==> config.mk <==
export PLATFORM = sky130hd
export DESIGN_NAME = size_class_pool_allocator
export DESIGN_NICKNAME = d
export VERILOG_FILES = /design/src/scpa_pkg.sv /design/src/size_class_pool_allocator.sv /design/src/scpa_ctrl.sv /design/src/scpa_dp.sv
export SDC_FILE = /design/constraint.sdc
export NUM_CORES = 2
export LEC_CHECK = 0
export BUFFER_PORTS_ARGS = -buffer_cell sky130_fd_sc_hd__buf_2
export CORE_ASPECT_RATIO = 1.4
export CORE_MARGIN = 2
export CORE_UTILIZATION = 60
export DETAILED_ROUTE_END_ITERATION = 6
export PLACE_DENSITY = 0.77
export SLEW_MARGIN = 20
export SYNTH_ARGS = -nofsm -noshare
export SYNTH_HDL_FRONTEND = slang
export SYNTH_SLANG_ARGS = --single-unit
==> constraint.sdc <==
create_clock -name clk -period 9.9 [get_ports clk]
set_input_delay 0.495 -clock clk [delete_from_list [all_inputs] [get_ports clk]]
set_output_delay 0.495 -clock clk [all_outputs]
set_load 0.1 [all_outputs]
==> src/scpa_pkg.sv <==
// Shared types and constants for the size-class pool allocator.
// Used by scpa_ctrl, scpa_dp and size_class_pool_allocator; no dependencies.
package scpa_pkg;

  // Field widths fixed by the interface
  localparam int REQ_W   = 16;
  localparam int OFF_W   = 17;
  localparam int CFG_W   = 9;
  localparam int CLS_W   = 2;
  localparam int STAT_W  = 2;

  // Size classes: MIN_BLOCK_BYTES << class
  localparam int NUM_CLASSES     = 4;
  localparam int MIN_BLOCK_LG    = 5;
  localparam int MIN_BLOCK_BYTES = 1 << MIN_BLOCK_LG;
  localparam int MAX_REQ_BYTES   = MIN_BLOCK_BYTES << (NUM_CLASSES - 1);

  // Occupancy memory word
  localparam int WORD_W  = 64;
  localparam int WORD_LG = 6;

  // Block count register reset value
  localparam logic [CFG_W-1:0] CFG_RESET = 9'd256;

  // Action codes
  localparam logic ACT_ALLOC = 1'b0;
  localparam logic ACT_FREE  = 1'b1;

  // Status codes
  typedef logic [STAT_W-1:0] status_t;
  localparam status_t STAT_OK       = 2'd0;
  localparam status_t STAT_NO_ALLOC = 2'd1;
  localparam status_t STAT_NO_FREE  = 2'd2;

  // Controller states
  typedef enum logic [2:0] {
    ST_IDLE,
    ST_A_SETUP,
    ST_A_RD,
    ST_A_CHK,
    ST_F_CLS,
    ST_F_RD,
    ST_F_CHK,
    ST_DONE
  } state_t;

  // Controller to datapath commands
  typedef struct packed {
    logic load;
    logic alloc_setup;
    logic free_setup;
    logic mem_rd;
    logic alloc_chk;
    logic next_word;
    logic free_chk;
    logic publish;
  } ctl_cmd_t;

  // Datapath to controller status
  typedef struct packed {
    logic alloc_bad;
    logic free_bad;
    logic found;
    logic last_word;
    logic out_free;
  } dp_sts_t;

endpackage

==> src/size_class_pool_allocator.sv <==
// Size-class pool allocator: allocate/free of 32..256 byte blocks.
// Steps: setup decodes the accepted beat, then the occupancy word is read and checked; an
// allocate repeats read and check per extra 64-block word, and a request rejected at setup
// skips the read. One request at a time: a new beat is taken only after the last result is
// published, and each word is read, then checked, on the single occupancy memory port.
// Reset: all blocks free at once through per-word valid flags, blocks_per_class = 256.
module size_class_pool_allocator #(
  parameter int MAX_BLOCKS = 256
) (
  input  logic                          clk,
  input  logic                          rst_n,
  input  logic                          cfg_wr_en,
  input  logic [scpa_pkg::CFG_W-1:0]    cfg_wr_data,
  input  logic                          in_valid,
  output logic                          in_stall,
  input  logic                          in_action,
  input  logic [scpa_pkg::REQ_W-1:0]    in_req_size,
  input  logic [scpa_pkg::OFF_W-1:0]    in_free_offset,
  output logic                          out_valid,
  input  logic                          out_stall,
  output logic [scpa_pkg::STAT_W-1:0]   out_status,
  output logic [scpa_pkg::OFF_W-1:0]    out_block_offset,
  output logic [scpa_pkg::CLS_W-1:0]    out_size_class
);

  scpa_pkg::ctl_cmd_t cmd;
  scpa_pkg::dp_sts_t  sts;

  // Controller
  scpa_ctrl u_ctrl (
    .clk       (clk),
    .rst_n     (rst_n),
    .in_valid  (in_valid),
    .in_action (in_action),
    .in_stall  (in_stall),
    .sts       (sts),
    .cmd       (cmd)
  );

  // Datapath
  scpa_dp #(
    .MAX_BLOCKS (MAX_BLOCKS)
  ) u_dp (
    .clk              (clk),
    .rst_n            (rst_n),
    .cfg_wr_en        (cfg_wr_en),
    .cfg_wr_data      (cfg_wr_data),
    .in_req_size      (in_req_size),
    .in_free_offset   (in_free_offset),
    .out_stall        (out_stall),
    .out_valid        (out_valid),
    .out_status       (out_status),
    .out_block_offset (out_block_offset),
    .out_size_class   (out_size_class),
    .cmd              (cmd),
    .sts              (sts)
  );

endmodule

==> src/scpa_ctrl.sv <==
// Sequencing state machine for the size-class pool allocator.
// Depends on scpa_pkg; drives commands into scpa_dp and the input stall.
module scpa_ctrl (
  input  logic               clk,
  input  logic               rst_n,
  input  logic               in_valid,
  input  logic               in_action,
  output logic               in_stall,
  input  scpa_pkg::dp_sts_t  sts,
  output scpa_pkg::ctl_cmd_t cmd
);

  scpa_pkg::state_t state_r;
  scpa_pkg::state_t state_nxt;

  // State register
  always_ff @(posedge clk) begin
    if (!rst_n) begin
      state_r <= scpa_pkg::ST_IDLE;
    end else begin
      state_r <= state_nxt;
    end
  end

  // Next state and commands
  always_comb begin
    state_nxt = state_r;
    cmd       = '0;
    in_stall  = 1'b1;
    case (state_r)
      scpa_pkg::ST_IDLE: begin
        // no beat is taken while reset is held
        in_stall = !rst_n;
        if (in_valid && rst_n) begin
          cmd.load = 1'b1;
          state_nxt = (in_action == scpa_pkg::ACT_FREE) ? scpa_pkg::ST_F_CLS
                                                         : scpa_pkg::ST_A_SETUP;
        end
      end
      scpa_pkg::ST_A_SETUP: begin
        cmd.alloc_setup = 1'b1;
        state_nxt = sts.alloc_bad ? scpa_pkg::ST_DONE : scpa_pkg::ST_A_RD;
      end
      scpa_pkg::ST_A_RD: begin
        cmd.mem_rd = 1'b1;
        state_nxt = scpa_pkg::ST_A_CHK;
      end
      scpa_pkg::ST_A_CHK: begin
        cmd.alloc_chk = 1'b1;
        if (sts.found || sts.last_word) begin
          state_nxt = scpa_pkg::ST_DONE;
        end else begin
          cmd.next_word = 1'b1;
          state_nxt = scpa_pkg::ST_A_RD;
        end
      end
      scpa_pkg::ST_F_CLS: begin
        cmd.free_setup = 1'b1;
        state_nxt = sts.free_bad ? scpa_pkg::ST_DONE : scpa_pkg::ST_F_RD;
      end
      scpa_pkg::ST_F_RD: begin
        cmd.mem_rd = 1'b1;
        state_nxt = scpa_pkg::ST_F_CHK;
      end
      scpa_pkg::ST_F_CHK: begin
        cmd.free_chk = 1'b1;
        state_nxt = scpa_pkg::ST_DONE;
      end
      scpa_pkg::ST_DONE: begin
        // wait for the output register to have room
        if (sts.out_free) begin
          cmd.publish = 1'b1;
          state_nxt = scpa_pkg::ST_IDLE;
        end
      end
      default: begin
        state_nxt = scpa_pkg::ST_IDLE;
      end
    endcase
  end

endmodule

==> src/scpa_dp.sv <==
// Datapath of the size-class pool allocator: count register, region math,
// occupancy memory with per-word valid flags, and the output register.
// Depends on scpa_pkg; commanded by scpa_ctrl.
module scpa_dp #(
  parameter int MAX_BLOCKS = 256
) (
  input  logic                          clk,
  input  logic                          rst_n,
  input  logic                          cfg_wr_en,
  input  logic [scpa_pkg::CFG_W-1:0]    cfg_wr_data,
  input  logic [scpa_pkg::REQ_W-1:0]    in_req_size,
  input  logic [scpa_pkg::OFF_W-1:0]    in_free_offset,
  input  logic                          out_stall,
  output logic                          out_valid,
  output logic [scpa_pkg::STAT_W-1:0]   out_status,
  output logic [scpa_pkg::OFF_W-1:0]    out_block_offset,
  output logic [scpa_pkg::CLS_W-1:0]    out_size_class,
  input  scpa_pkg::ctl_cmd_t            cmd,
  output scpa_pkg::dp_sts_t             sts
);

  // Derived sizes
  localparam int CW    = $clog2(MAX_BLOCKS + 1);
  localparam int AW    = CW + scpa_pkg::MIN_BLOCK_LG + scpa_pkg::NUM_CLASSES;
  localparam int EW    = (AW > scpa_pkg::OFF_W) ? AW : scpa_pkg::OFF_W;
  localparam int WPC   = (MAX_BLOCKS + scpa_pkg::WORD_W - 1) / scpa_pkg::WORD_W;
  localparam int WW    = (WPC > 1) ? $clog2(WPC) : 1;
  localparam int DEPTH = scpa_pkg::NUM_CLASSES * WPC;
  localparam int DW    = $clog2(DEPTH);

  // Configuration register
  logic [scpa_pkg::CFG_W-1:0] count_r;
  logic [CW-1:0]              ac;

  always_ff @(posedge clk) begin
    if (!rst_n) begin
      count_r <= scpa_pkg::CFG_RESET;
    end else if (cfg_wr_en) begin
      count_r <= cfg_wr_data;
    end
  end

  // Saturate to the pool capacity
  assign ac = (32'(count_r) > 32'(MAX_BLOCKS)) ? CW'(MAX_BLOCKS) : CW'(count_r);

  // Region bases and ends: shifted count differences, no multiplier
  logic [EW-1:0] base_w [scpa_pkg::NUM_CLASSES];
  logic [EW-1:0] end_w  [scpa_pkg::NUM_CLASSES];

  always_comb begin
    for (int k = 0; k < scpa_pkg::NUM_CLASSES; k++) begin
      end_w[k] = (EW'(ac) << (scpa_pkg::MIN_BLOCK_LG + k + 1))
               - (EW'(ac) << scpa_pkg::MIN_BLOCK_LG);
      base_w[k] = (k == 0) ? '0 : end_w[(k == 0) ? 0 : k - 1];
    end
  end

  // Captured request
  logic [scpa_pkg::REQ_W-1:0] req_r;
  logic [scpa_pkg::OFF_W-1:0] off_r;

  always_ff @(posedge clk) begin
    if (cmd.load) begin
      req_r <= in_req_size;
      off_r <= in_free_offset;
    end
  end

  // Allocate: smallest fitting class
  logic [scpa_pkg::CLS_W-1:0] acls;
  logic                       afit;

  always_comb begin
    acls = '0;
    for (int k = scpa_pkg::NUM_CLASSES - 1; k >= 0; k--) begin
      if (32'(req_r) <= (scpa_pkg::MIN_BLOCK_BYTES << k)) begin
        acls = scpa_pkg::CLS_W'(k);
      end
    end
    afit = (32'(req_r) <= scpa_pkg::MAX_REQ_BYTES);
  end

  // Free: region lookup, alignment and block index
  logic [EW-1:0]              off_e;
  logic [EW-1:0]              rel;
  logic [EW-1:0]              fidx;
  logic [scpa_pkg::CLS_W-1:0] fcls;
  logic                       fhit;
  logic                       faligned;

  assign off_e = EW'(off_r);

  always_comb begin
    fhit     = 1'b0;
    faligned = 1'b0;
    fcls     = '0;
    rel      = '0;
    fidx     = '0;
    for (int k = 0; k < scpa_pkg::NUM_CLASSES; k++) begin
      if (!fhit && off_e < end_w[k]) begin
        fhit     = 1'b1;
        fcls     = scpa_pkg::CLS_W'(k);
        rel      = off_e - base_w[k];
        faligned = (rel & ((EW'(1) << (scpa_pkg::MIN_BLOCK_LG + k)) - EW'(1))) == '0;
        fidx     = rel >> (scpa_pkg::MIN_BLOCK_LG + k);
      end
    end
  end

  // Walk state
  logic [scpa_pkg::CLS_W-1:0]   cls_r;
  logic [WW-1:0]                sel_r;
  logic [scpa_pkg::WORD_LG-1:0] bit_r;

  // Occupancy memory, valid flag per word so reset frees everything at once
  logic [scpa_pkg::WORD_W-1:0] mem [DEPTH];
  logic [DEPTH-1:0]            vld_r;
  logic [scpa_pkg::WORD_W-1:0] rdata_r;
  logic                        rvld_r;
  logic [DW-1:0]               addr;
  logic                        wr_en;
  logic [scpa_pkg::WORD_W-1:0] wdata;
  logic [scpa_pkg::WORD_W-1:0] word;

  assign addr = DW'(32'(cls_r) * WPC + 32'(sel_r));
  assign word = rvld_r ? rdata_r : '0;

  always_ff @(posedge clk) begin
    if (cmd.mem_rd) begin
      rdata_r <= mem[addr];
      rvld_r  <= vld_r[addr];
    end
    if (wr_en) begin
      mem[addr] <= wdata;
    end
  end

  always_ff @(posedge clk) begin
    if (!rst_n) begin
      vld_r <= '0;
    end else if (wr_en) begin
      vld_r[addr] <= 1'b1;
    end
  end

  // Lowest free block in the current word, blocks past the count masked off
  logic [scpa_pkg::WORD_W-1:0]  mask;
  logic [scpa_pkg::WORD_W-1:0]  avail;
  logic [scpa_pkg::WORD_W-1:0]  lowbit;
  logic [scpa_pkg::WORD_LG-1:0] lowidx;
  logic [31:0]                  lim;

  always_comb begin
    lim = 32'(ac) - (32'(sel_r) << scpa_pkg::WORD_LG);
    for (int b = 0; b < scpa_pkg::WORD_W; b++) begin
      mask[b] = (32'(b) < lim);
    end
    avail  = ~word & mask;
    lowbit = avail & (~avail + 64'd1);
    lowidx = '0;
    for (int b = 0; b < scpa_pkg::WORD_W; b++) begin
      if (lowbit[b]) begin
        lowidx = lowidx | scpa_pkg::WORD_LG'(b);
      end
    end
  end

  logic          found;
  logic          last_word;
  logic          occupied;
  logic [3:0]    shamt;
  logic [EW-1:0] a_off;

  assign found     = |avail;
  assign last_word = ((32'(sel_r) + 32'd1) << scpa_pkg::WORD_LG) >= 32'(ac);
  assign occupied  = word[bit_r];
  assign shamt     = 4'(scpa_pkg::MIN_BLOCK_LG) + 4'(cls_r);
  assign a_off     = base_w[cls_r] + (EW'({sel_r, lowidx}) << shamt);

  // Memory write: set the found bit, or clear the freed one
  always_comb begin
    wr_en = 1'b0;
    wdata = word;
    if (cmd.alloc_chk && found) begin
      wr_en = 1'b1;
      wdata = word | lowbit;
    end else if (cmd.free_chk && occupied) begin
      wr_en = 1'b1;
      wdata = word & ~(64'd1 << bit_r);
    end
  end

  // Result registers
  scpa_pkg::status_t          res_status_r;
  logic [scpa_pkg::OFF_W-1:0] res_off_r;
  logic [scpa_pkg::CLS_W-1:0] res_cls_r;

  always_ff @(posedge clk) begin
    if (cmd.alloc_setup) begin
      cls_r        <= afit ? acls : '0;
      sel_r        <= '0;
      res_status_r <= scpa_pkg::STAT_NO_ALLOC;
      res_off_r    <= '0;
      res_cls_r    <= afit ? acls : '0;
    end
    if (cmd.next_word) begin
      sel_r <= sel_r + WW'(1);
    end
    if (cmd.alloc_chk && found) begin
      res_status_r <= scpa_pkg::STAT_OK;
      res_off_r    <= scpa_pkg::OFF_W'(a_off);
    end
    if (cmd.free_setup) begin
      cls_r        <= fcls;
      sel_r        <= WW'(fidx >> scpa_pkg::WORD_LG);
      bit_r        <= fidx[scpa_pkg::WORD_LG-1:0];
      res_status_r <= scpa_pkg::STAT_NO_FREE;
      res_off_r    <= off_r;
      res_cls_r    <= fcls;
    end
    if (cmd.free_chk && occupied) begin
      res_status_r <= scpa_pkg::STAT_OK;
    end
  end

  // Output register
  logic                        out_valid_r;
  scpa_pkg::status_t           out_status_r;
  logic [scpa_pkg::OFF_W-1:0]  out_off_r;
  logic [scpa_pkg::CLS_W-1:0]  out_cls_r;

  always_ff @(posedge clk) begin
    if (!rst_n) begin
      out_valid_r <= 1'b0;
    end else if (cmd.publish) begin
      out_valid_r <= 1'b1;
    end else if (!out_stall) begin
      out_valid_r <= 1'b0;
    end
  end

  always_ff @(posedge clk) begin
    if (cmd.publish) begin
      out_status_r <= res_status_r;
      out_off_r    <= res_off_r;
      out_cls_r    <= res_cls_r;
    end
  end

  assign out_valid        = out_valid_r;
  assign out_status       = out_status_r;
  assign out_block_offset = out_off_r;
  assign out_size_class   = out_cls_r;

  // Status back to the controller
  assign sts.alloc_bad = !afit || (ac == '0);
  assign sts.free_bad  = !fhit || !faligned;
  assign sts.found     = found;
  assign sts.last_word = last_word;
  assign sts.out_free  = !out_valid_r || !out_stall;

endmodule

## Word level (Yosys, flattened, before mapping)

Memories as Yosys holds them, arrays and structs flattened. A register that Yosys moved wholly into a read port is not among the register bits.
Index checks and enable logic that the tools add are counted.

- Add/sub/neg operators: 14
- Magnitude comparators: 78
- Eq/ne operators: 12
- Shifts and indexed selects: 2
- Multiplexer cells: 146
- Bitwise logic cells: 9
- Reduce and logical (&&, ||, !) cells: 33

Operators by type and width:

| cell | number |
|---|---|
| $lt A6 B32 Y1 const A | 32 |
| $lt A5 B32 Y1 const A | 16 |
| $lt A4 B32 Y1 const A | 8 |
| $mux W64 | 4 |
| $and A64 B64 Y64 | 3 |
| $mux W6 | 32 |
| $not A64 Y64 | 3 |
| $lt A3 B32 Y1 const A | 4 |
| $mux W17 | 5 |
| $mux W5 | 16 |
| $logic_not A18 Y1 | 4 |
| $lt A17 B18 Y1 | 4 |
| $add A64 B1 Y64 const B | 1 |
| $lt A1 B32 Y1 const A | 2 |
| $lt A2 B32 Y1 const A | 2 |
| $or A64 B64 Y64 | 1 |
| $reduce_or A64 Y1 | 1 |
| $shl A1 B6 Y64 const A | 1 |
| $mux W2 | 19 |
| $bmux W18 S2 | 1 |
| $mux W1 | 36 |
| $mux W3 | 12 |
| $ge A32 B9 Y1 | 1 |
| $mux W16 | 2 |
| other kinds (48) | 84 |

- Register bits: 113
- Bits in writable memories: 1,024
- Output and inout port bits: 23
- Logic and storage cells: 311
- Memories: 1

Memory list:

| memory | depth | width | rd ports | clocked after Yosys merged registers in | wr ports | RTL line | RTL |
|---|---|---|---|---|---|---|---|
| u_dp.mem | 16 | 64 | 1 | 1 | 1 | scpa_dp.sv:116 | `logic [scpa_pkg::WORD_W-1:0] mem [DEPTH];` |

## Longest topological paths before layout

- Word-level depth: 75
- Mapped depth: 35
- Mapped depth without buffers: 30

## Hierarchy

From an unflattened synthesis, not the netlist that was laid out.

- Cell total of the unflattened synthesis: 3,240
- Area total of the unflattened synthesis: 54,141.9 um^2

Modules (own cells, without submodules):

| module | times used | cells each | area an instance (um^2) | seq. area each (um^2) |
|---|---|---|---|---|
| scpa_dp | 1 | 3,202 | 53,870.4 | 35,694.2 |
| scpa_ctrl | 1 | 38 | 271.5 | 60.1 |

## Worst setup path after synthesis

Ideal clock, no wire load.

- Path kind: register to register
- From: register u_dp.sel_r[0]
- To: register u_dp.res_off_r[16] in the netlist's numbering, data pin
- Library setup time: 0.265 ns
- Arrival time: 6.848 ns
- Data required time: 9.635 ns
- Path slack: 2.787 ns
- Cell stages (with the launch flop): 34
- Path buffers: 6
- Clock period less this slack: 7.113 ns
- Path through: edfxtp_1 > clkbuf_1 > clkbuf_1 > buf_1 > inv_1 > ha_1 > or3b_1 > buf_2 > a211oi_4 > a21boi_0 > nor3_2 > and3_1 > buf_4 > buf_4 > nand4_1 > o22ai_2 > nor3_1 > o311ai_0 > o32ai_1 > mux2_2 > nor2_1 > ha_1 > a21o_1 > a21o_1 > a21o_1 > a21oi_1 > nor2b_1 > o21a_1 > o21a_1 > o21ai_0 > a21oi_1 > xor2_1 > xnor2_1 > o21ai_1

- Word-level cells in the longest chain between the ends: 73
- Elaborated cells on any way between the ends: 138
- Classes of those cells: add/sub (3); order compare (64); shift (1); mux (65); bitwise (3); reduce/logical (2)

RTL lines:

| item | RTL line | RTL |
|---|---|---|
| start, declared | scpa_dp.sv:112 | `logic [WW-1:0] sel_r;` |
| start signal, assigned | scpa_dp.sv:207 | `sel_r <= sel_r + WW'(1);` |
| start signal, assigned | scpa_dp.sv:215 | `sel_r <= WW'(fidx >> scpa_pkg::WORD_LG);` |
| $sub A9 B8 Y10 | scpa_dp.sv:154 | `lim = 32'(ac) - (32'(sel_r) << scpa_pkg::WORD_LG);` |
| $lt A1 B32 Y1 | scpa_dp.sv:156 | `mask[b] = (32'(b) < lim);` |
| $and A64 B64 Y64 | scpa_dp.sv:158 | `avail = ~word & mask;` |
| $not A64 Y64 | scpa_dp.sv:159 | `lowbit = avail & (~avail + 64'd1);` |
| $add A64 B1 Y64 | scpa_dp.sv:159 |  |
| $and A64 B64 Y64 | scpa_dp.sv:159 |  |
| $mux W1 | scpa_dp.sv:162 | `if (lowbit[b]) begin` |
| $mux W2 (2 in series) | scpa_dp.sv:162 |  |
| $mux W3 (4 in series) | scpa_dp.sv:162 |  |
| $mux W4 (8 in series) | scpa_dp.sv:162 |  |
| $mux W5 (16 in series) | scpa_dp.sv:162 |  |
| $mux W6 (32 in series) | scpa_dp.sv:162 |  |
| $shl A8 B4 Y17 | scpa_dp.sv:178 | `assign a_off = base_w[cls_r] + (EW'({sel_r, lowidx}) << shamt);` |
| $add A17 B17 Y17 | scpa_dp.sv:178 |  |
| $mux W17 (*) | scpa_dp.sv:209 | `if (cmd.alloc_chk && found) begin` |
| $mux W17 (*) | scpa_dp.sv:213 | `if (cmd.free_setup) begin` |
| end signal, assigned | scpa_dp.sv:211 | `res_off_r <= scpa_pkg::OFF_W'(a_off);` |
| end signal, assigned | scpa_dp.sv:218 | `res_off_r <= off_r;` |
| end, declared | scpa_dp.sv:195 | `logic [scpa_pkg::OFF_W-1:0] res_off_r;` |

Every way passes the cells marked *; elsewhere a longest branch is shown, timed or not.
A chain may end at the register's enable or synchronous reset.

## Worst setup path after layout

- From: register u_dp.count_r[8] in the netlist's numbering
- To: register u_dp.res_off_r[16] in the netlist's numbering, data pin

- Word-level cells in the longest chain between the ends: 75
- Elaborated cells on any way between the ends: 146
- Classes of those cells: add/sub (6); order compare (65); shift (1); mux (69); bitwise (3); reduce/logical (2)

RTL lines:

| item | RTL line | RTL |
|---|---|---|
| start, declared | scpa_dp.sv:32 | `logic [scpa_pkg::CFG_W-1:0] count_r;` |
| start signal, assigned | scpa_dp.sv:37 | `count_r <= scpa_pkg::CFG_RESET;` |
| start signal, assigned | scpa_dp.sv:39 | `count_r <= cfg_wr_data;` |
| $gt A9 B9 Y1 | scpa_dp.sv:44 | `assign ac = (32'(count_r) > 32'(MAX_BLOCKS)) ? CW'(MAX_BLOCKS) : CW'(count_r);` |
| $mux W9 (*) | scpa_dp.sv:44 |  |
| $sub A9 B8 Y10 | scpa_dp.sv:154 |  |
| $lt A1 B32 Y1 | scpa_dp.sv:156 |  |
| $and A64 B64 Y64 | scpa_dp.sv:158 |  |
| $not A64 Y64 | scpa_dp.sv:159 |  |
| $add A64 B1 Y64 | scpa_dp.sv:159 |  |
| $and A64 B64 Y64 | scpa_dp.sv:159 |  |
| [3 not listed] | n/a |  |
| $mux W3 (4 in series) | scpa_dp.sv:162 |  |
| $mux W4 (8 in series) | scpa_dp.sv:162 |  |
| $mux W5 (16 in series) | scpa_dp.sv:162 |  |
| $mux W6 (32 in series) | scpa_dp.sv:162 |  |
| $shl A8 B4 Y17 | scpa_dp.sv:178 |  |
| $add A17 B17 Y17 | scpa_dp.sv:178 |  |
| $mux W17 (*) | scpa_dp.sv:209 |  |
| $mux W17 (*) | scpa_dp.sv:213 |  |

Every way passes the cells marked *; elsewhere a longest branch is shown, timed or not. The select of a mux whose other input is x is not followed.

==> run_results.csv <==
group,metric,value,unit
floorplan,fp-row-count,130,
sta,hold_viol_final,0,
sta,fmax,0.111,GHz
sta,final-max-slew-violation-count,0,
floorplan,dieArea,92200,um2
floorplan,core-area,89300,um2
outcome,violations,"DRC",
setup_path,end_kind,"register",
logic_synthesis,synth_edf_count,1170,
logic_synthesis,ys_seq_area_frac,0.664,
drt,first_pass_iters,7,
layout,final_core_util,0.675,
grt,grt_overflow_total,0,
outcome,status,"complete, but fails checks",
grt,grt_max_degree,107,
cts,clk_pin_slew,0.08,ns
logic_synthesis,synthSimpleGateAreaFrac,0.0617,
logic_synthesis,synth_ff_type,"edfxtp_1",
layout,layout_common_cells,"1170 x edfxtp_1, 339 x mux4_2, 168 x nand2_1, 139 x nor2_1, 131 x o21ai_0",
drt,wl,186000,um
cts,clock_latency,0.78,ns
drt,dr_total_vias,34100,
logic_synthesis,synth_top_family_by_area,"multiplexers",
pwr,powerDensity,291,nW/um2
grt,grt_pass1_wl,259000,um
drt,ant_nets,0,
grt,grt_usage,0.408,
logic_synthesis,synth-compound-area-share,0.0764,
setup_path,rrSetupSlack,0.85,ns
floorplan,die_h,358,um
job,maxCapViolations,0,
logic_synthesis,synthArstFlopShare,0,
grt,grt_antenna_before_repair,5,
setup_path,critPathLaunchType,"register",
setup_path,crit_required,10.31,ns
setup_path,slowest_delay,0.96,ns
sta,setup-tns-final,0,ns
logic_synthesis,synth_area,53800,um2
cts,cts_made_buffers,104,
logic_synthesis,synth_warnings,0,
setup_path,critPathSlowestCell,"o21ai_0",
floorplan,initial_core_util,0.603,
pwr,peakVddDrop,0.304,mV
setup_path,cp_max_fo,17,
placed_design,place.gp.congestion,1.10,
sta,fin_worst_skew,0.0967,ns
sta,tightestPinTransition,1.26,ns
layout,finalNetCount,3523,
sta,rsz0062_at_grt,"no",
logic_synthesis,synth-seq-cells,1201,
layout,area_delta_synth_final,12.0,%
logic_synthesis,synthAdderAreaFrac,0.0245,
sta,fin_crit_sh,0.914,
pwr,p_leak,19.8,nW
layout,final_common_cell,"edfxtp_1",
min_path,holdCritPathClass,"input pin to register",
logic_synthesis,syn-instance-count,3195,
cts,h-tree-depth,3,
cts,cts-root-buf,"clkbuf_16",
logic_synthesis,yosysUniqueCellTypes,112,
logic_synthesis,syn_area_per_cell,16.8,um2
cts,post-cts-setup-buffers,0,
drt,routedWlPerCell,40.0,um
drt,drt_iter0_drc,5140,
sta,slew_headroom,0.151,
placed_design,numPortBuffers,70,
cts,clockBufferDepth,3,
cts,cts_tree,"done",
cts,cts_num_sinks,1201,
logic_synthesis,synth_nets,3346,
placed_design,hpwlAfterDp,116000,um
sta,setup_viol,0,
setup_path,arrival,9.45,ns
drt,vias_per_cell,7.34,
logic_synthesis,synthMuxAreaShare,0.145,
setup_path,criticalPathCategory,"register to register",
grt,grt_pass1_vias,34700,
logic_synthesis,synth_xor_area_frac,0.0101,
floorplan,die_width,257,um
layout,drive_gt1_frac,0.229,
drt,drc,15,
sta,min_period,9.05,ns
floorplan,io_pins,71,
## repair_timing
item	4_1_cts	5_1_grt
hold buffers	33	0
resized for setup	0	0
hold endpoints to repair	33	0
## power by group
group          internal [W]  total, W  leakage, nW  switching (W)
clock               0.00232   0.00425         1.72        0.00193
combinational       0.00230   0.00630         7.12        0.00400
sequential          0.00659   0.00698         11.0       0.000388
## worst max-delay path: cells and delay by family (launching register included)
family | cells | cell delay (ns)
and+or+nand+nor | 8 | 2.42
xor gates and xnor gates | 2 | 0.40
adders and majority gates | 3 | 1.19
DFF | 1 | 0.35
buffers and inverters | 3 | 0.47
AOI/OAI and AO/OA | 14 | 3.58
muxes | 1 | 0.32
## flip-flops by register name, indices dropped and copies added (netlist names), 9 cells and up
signal,flops
u_dp.res_off_r,17
u_dp.rdata_r,64
u_dp.vld_r,16
u_dp.mem,1024
u_dp.off_r,17
u_dp.req_r,16
u_dp.count_r,9
u_dp.out_block_offset,17
## routing by layer
layer | routed length [um] | vias to the layer above | part of all wire | GRT usage
li1 | - | 13400 | - | -
met1 | 60300 | 17200 | 0.32 | 0.478
met2 | 91600 | 2735 | 0.49 | 0.674
met3 | 17400 | 725 | 0.094 | 0.0807
met4 | 16300 | 8 | 0.088 | 0.305
met5 | 49 | - | 0.00026 | 0
## final timing paths
| check | depth (start not counted) | end | startpoint |
|---|---|---|---|
| worst min register to register | 0 | u_dp.out_block_offset[2] | u_dp.res_off_r[2] |
| worst min-delay path | 3 | u_dp.count_r[0] | cfg_wr_data[0] |
| worst max-delay path | 31 | u_dp.res_off_r[16] | u_dp.count_r[8] |
| worst max register to register | 31 | u_dp.res_off_r[16] | u_dp.count_r[8] |
## cell usage after synthesis, types with 9 or more instances
| master | instances | share of area |
|---|---|---|
| a211oi_1 | 18 | 0.0025 |
| a21boi_0 | 18 | 0.0025 |
| a21o_1 | 20 | 0.0028 |
| a21oi_1 | 121 | 0.011 |
| a22oi_1 | 15 | 0.0021 |
| a31oi_1 | 17 | 0.0020 |
| a32oi_1 | 10 | 0.0016 |
| and2_1 | 17 | 0.0020 |
| and3_1 | 34 | 0.0040 |
| buf_1 | 19 | 0.0013 |
| buf_2 | 28 | 0.0026 |
| buf_4 | 10 | 0.0014 |
| clkbuf_1 | 103 | 0.0072 |
| dfxtp_1 | 31 | 0.012 |
| edfxtp_1 | 1170 | 0.65 |
| ha_1 | 99 | 0.023 |
| inv_1 | 65 | 0.0045 |
| mux2i_1 | 15 | 0.0028 |
| mux4_2 | 339 | 0.14 |
| nand2_1 | 168 | 0.012 |
| nand2b_1 | 19 | 0.0022 |
| nand3_1 | 64 | 0.0060 |
| nand4_1 | 14 | 0.0016 |
| nor2_1 | 139 | 0.0097 |
| nor2b_1 | 47 | 0.0055 |
| nor3_1 | 37 | 0.0034 |
| nor4_1 | 22 | 0.0026 |
| o211ai_1 | 24 | 0.0033 |
| o21a_1 | 36 | 0.0050 |
| o21ai_0 | 134 | 0.012 |
| o21ai_1 | 13 | 0.0012 |
| o21bai_1 | 25 | 0.0035 |
| o22ai_1 | 28 | 0.0033 |
| o31a_1 | 9 | 0.0015 |
| o31ai_1 | 16 | 0.0022 |
| or4_1 | 10 | 0.0014 |
| xnor2_1 | 37 | 0.0060 |
| xor2_1 | 22 | 0.0036 |
## cells by family (layout without fill, tap and decap cells)
family / count (synthesis) / in the layout
XOR/XNOR: 60 / 60
multiplexers: 358 / 358
flip-flops: 1201 / 1201
AND/OR/NAND/NOR: 640 / 640
adder cells (fa/ha/maj): 103 / 103
other: 0 / 3
AO/OA/AOI/OAI: 603 / 603
buffers and inverters: 230 / 491
## layout make-up
cell class	count	area (um2)
Sequential cell	1201	35800
Fill cell	5599	29000
Multi-Input combinational cell	1764	17400
Clock buffer	126	2780
Timing Repair Buffer	233	1890
Tap cell	1188	1490
Clock inverter	64	762
Inverter	68	260
Antenna cell	3	7.51
## metrics by stage
| step | area (um2) | cells | hold slack (ns) | setup WS, ns | power [W] |
|---|---|---|---|---|---|
| after floorplan | 53800 | 3195 | 0.400 | 2.79 | 0.0108 |
| after global placement | 56200 | 4415 | 0.400 | 1.37 | 0.0129 |
| after detailed placement | 56200 | 4416 | 0.406 | 1.32 | 0.0130 |
| after CTS | 60100 | 4639 | 0.0170 | 1.19 | 0.0173 |
| after global routing | 60300 | 4644 | 0.0507 | 0.443 | 0.0180 |
| final | 60300 | 4647 | 0.0400 | 0.851 | 0.0175 |
(Power assumes the default switching activity.)
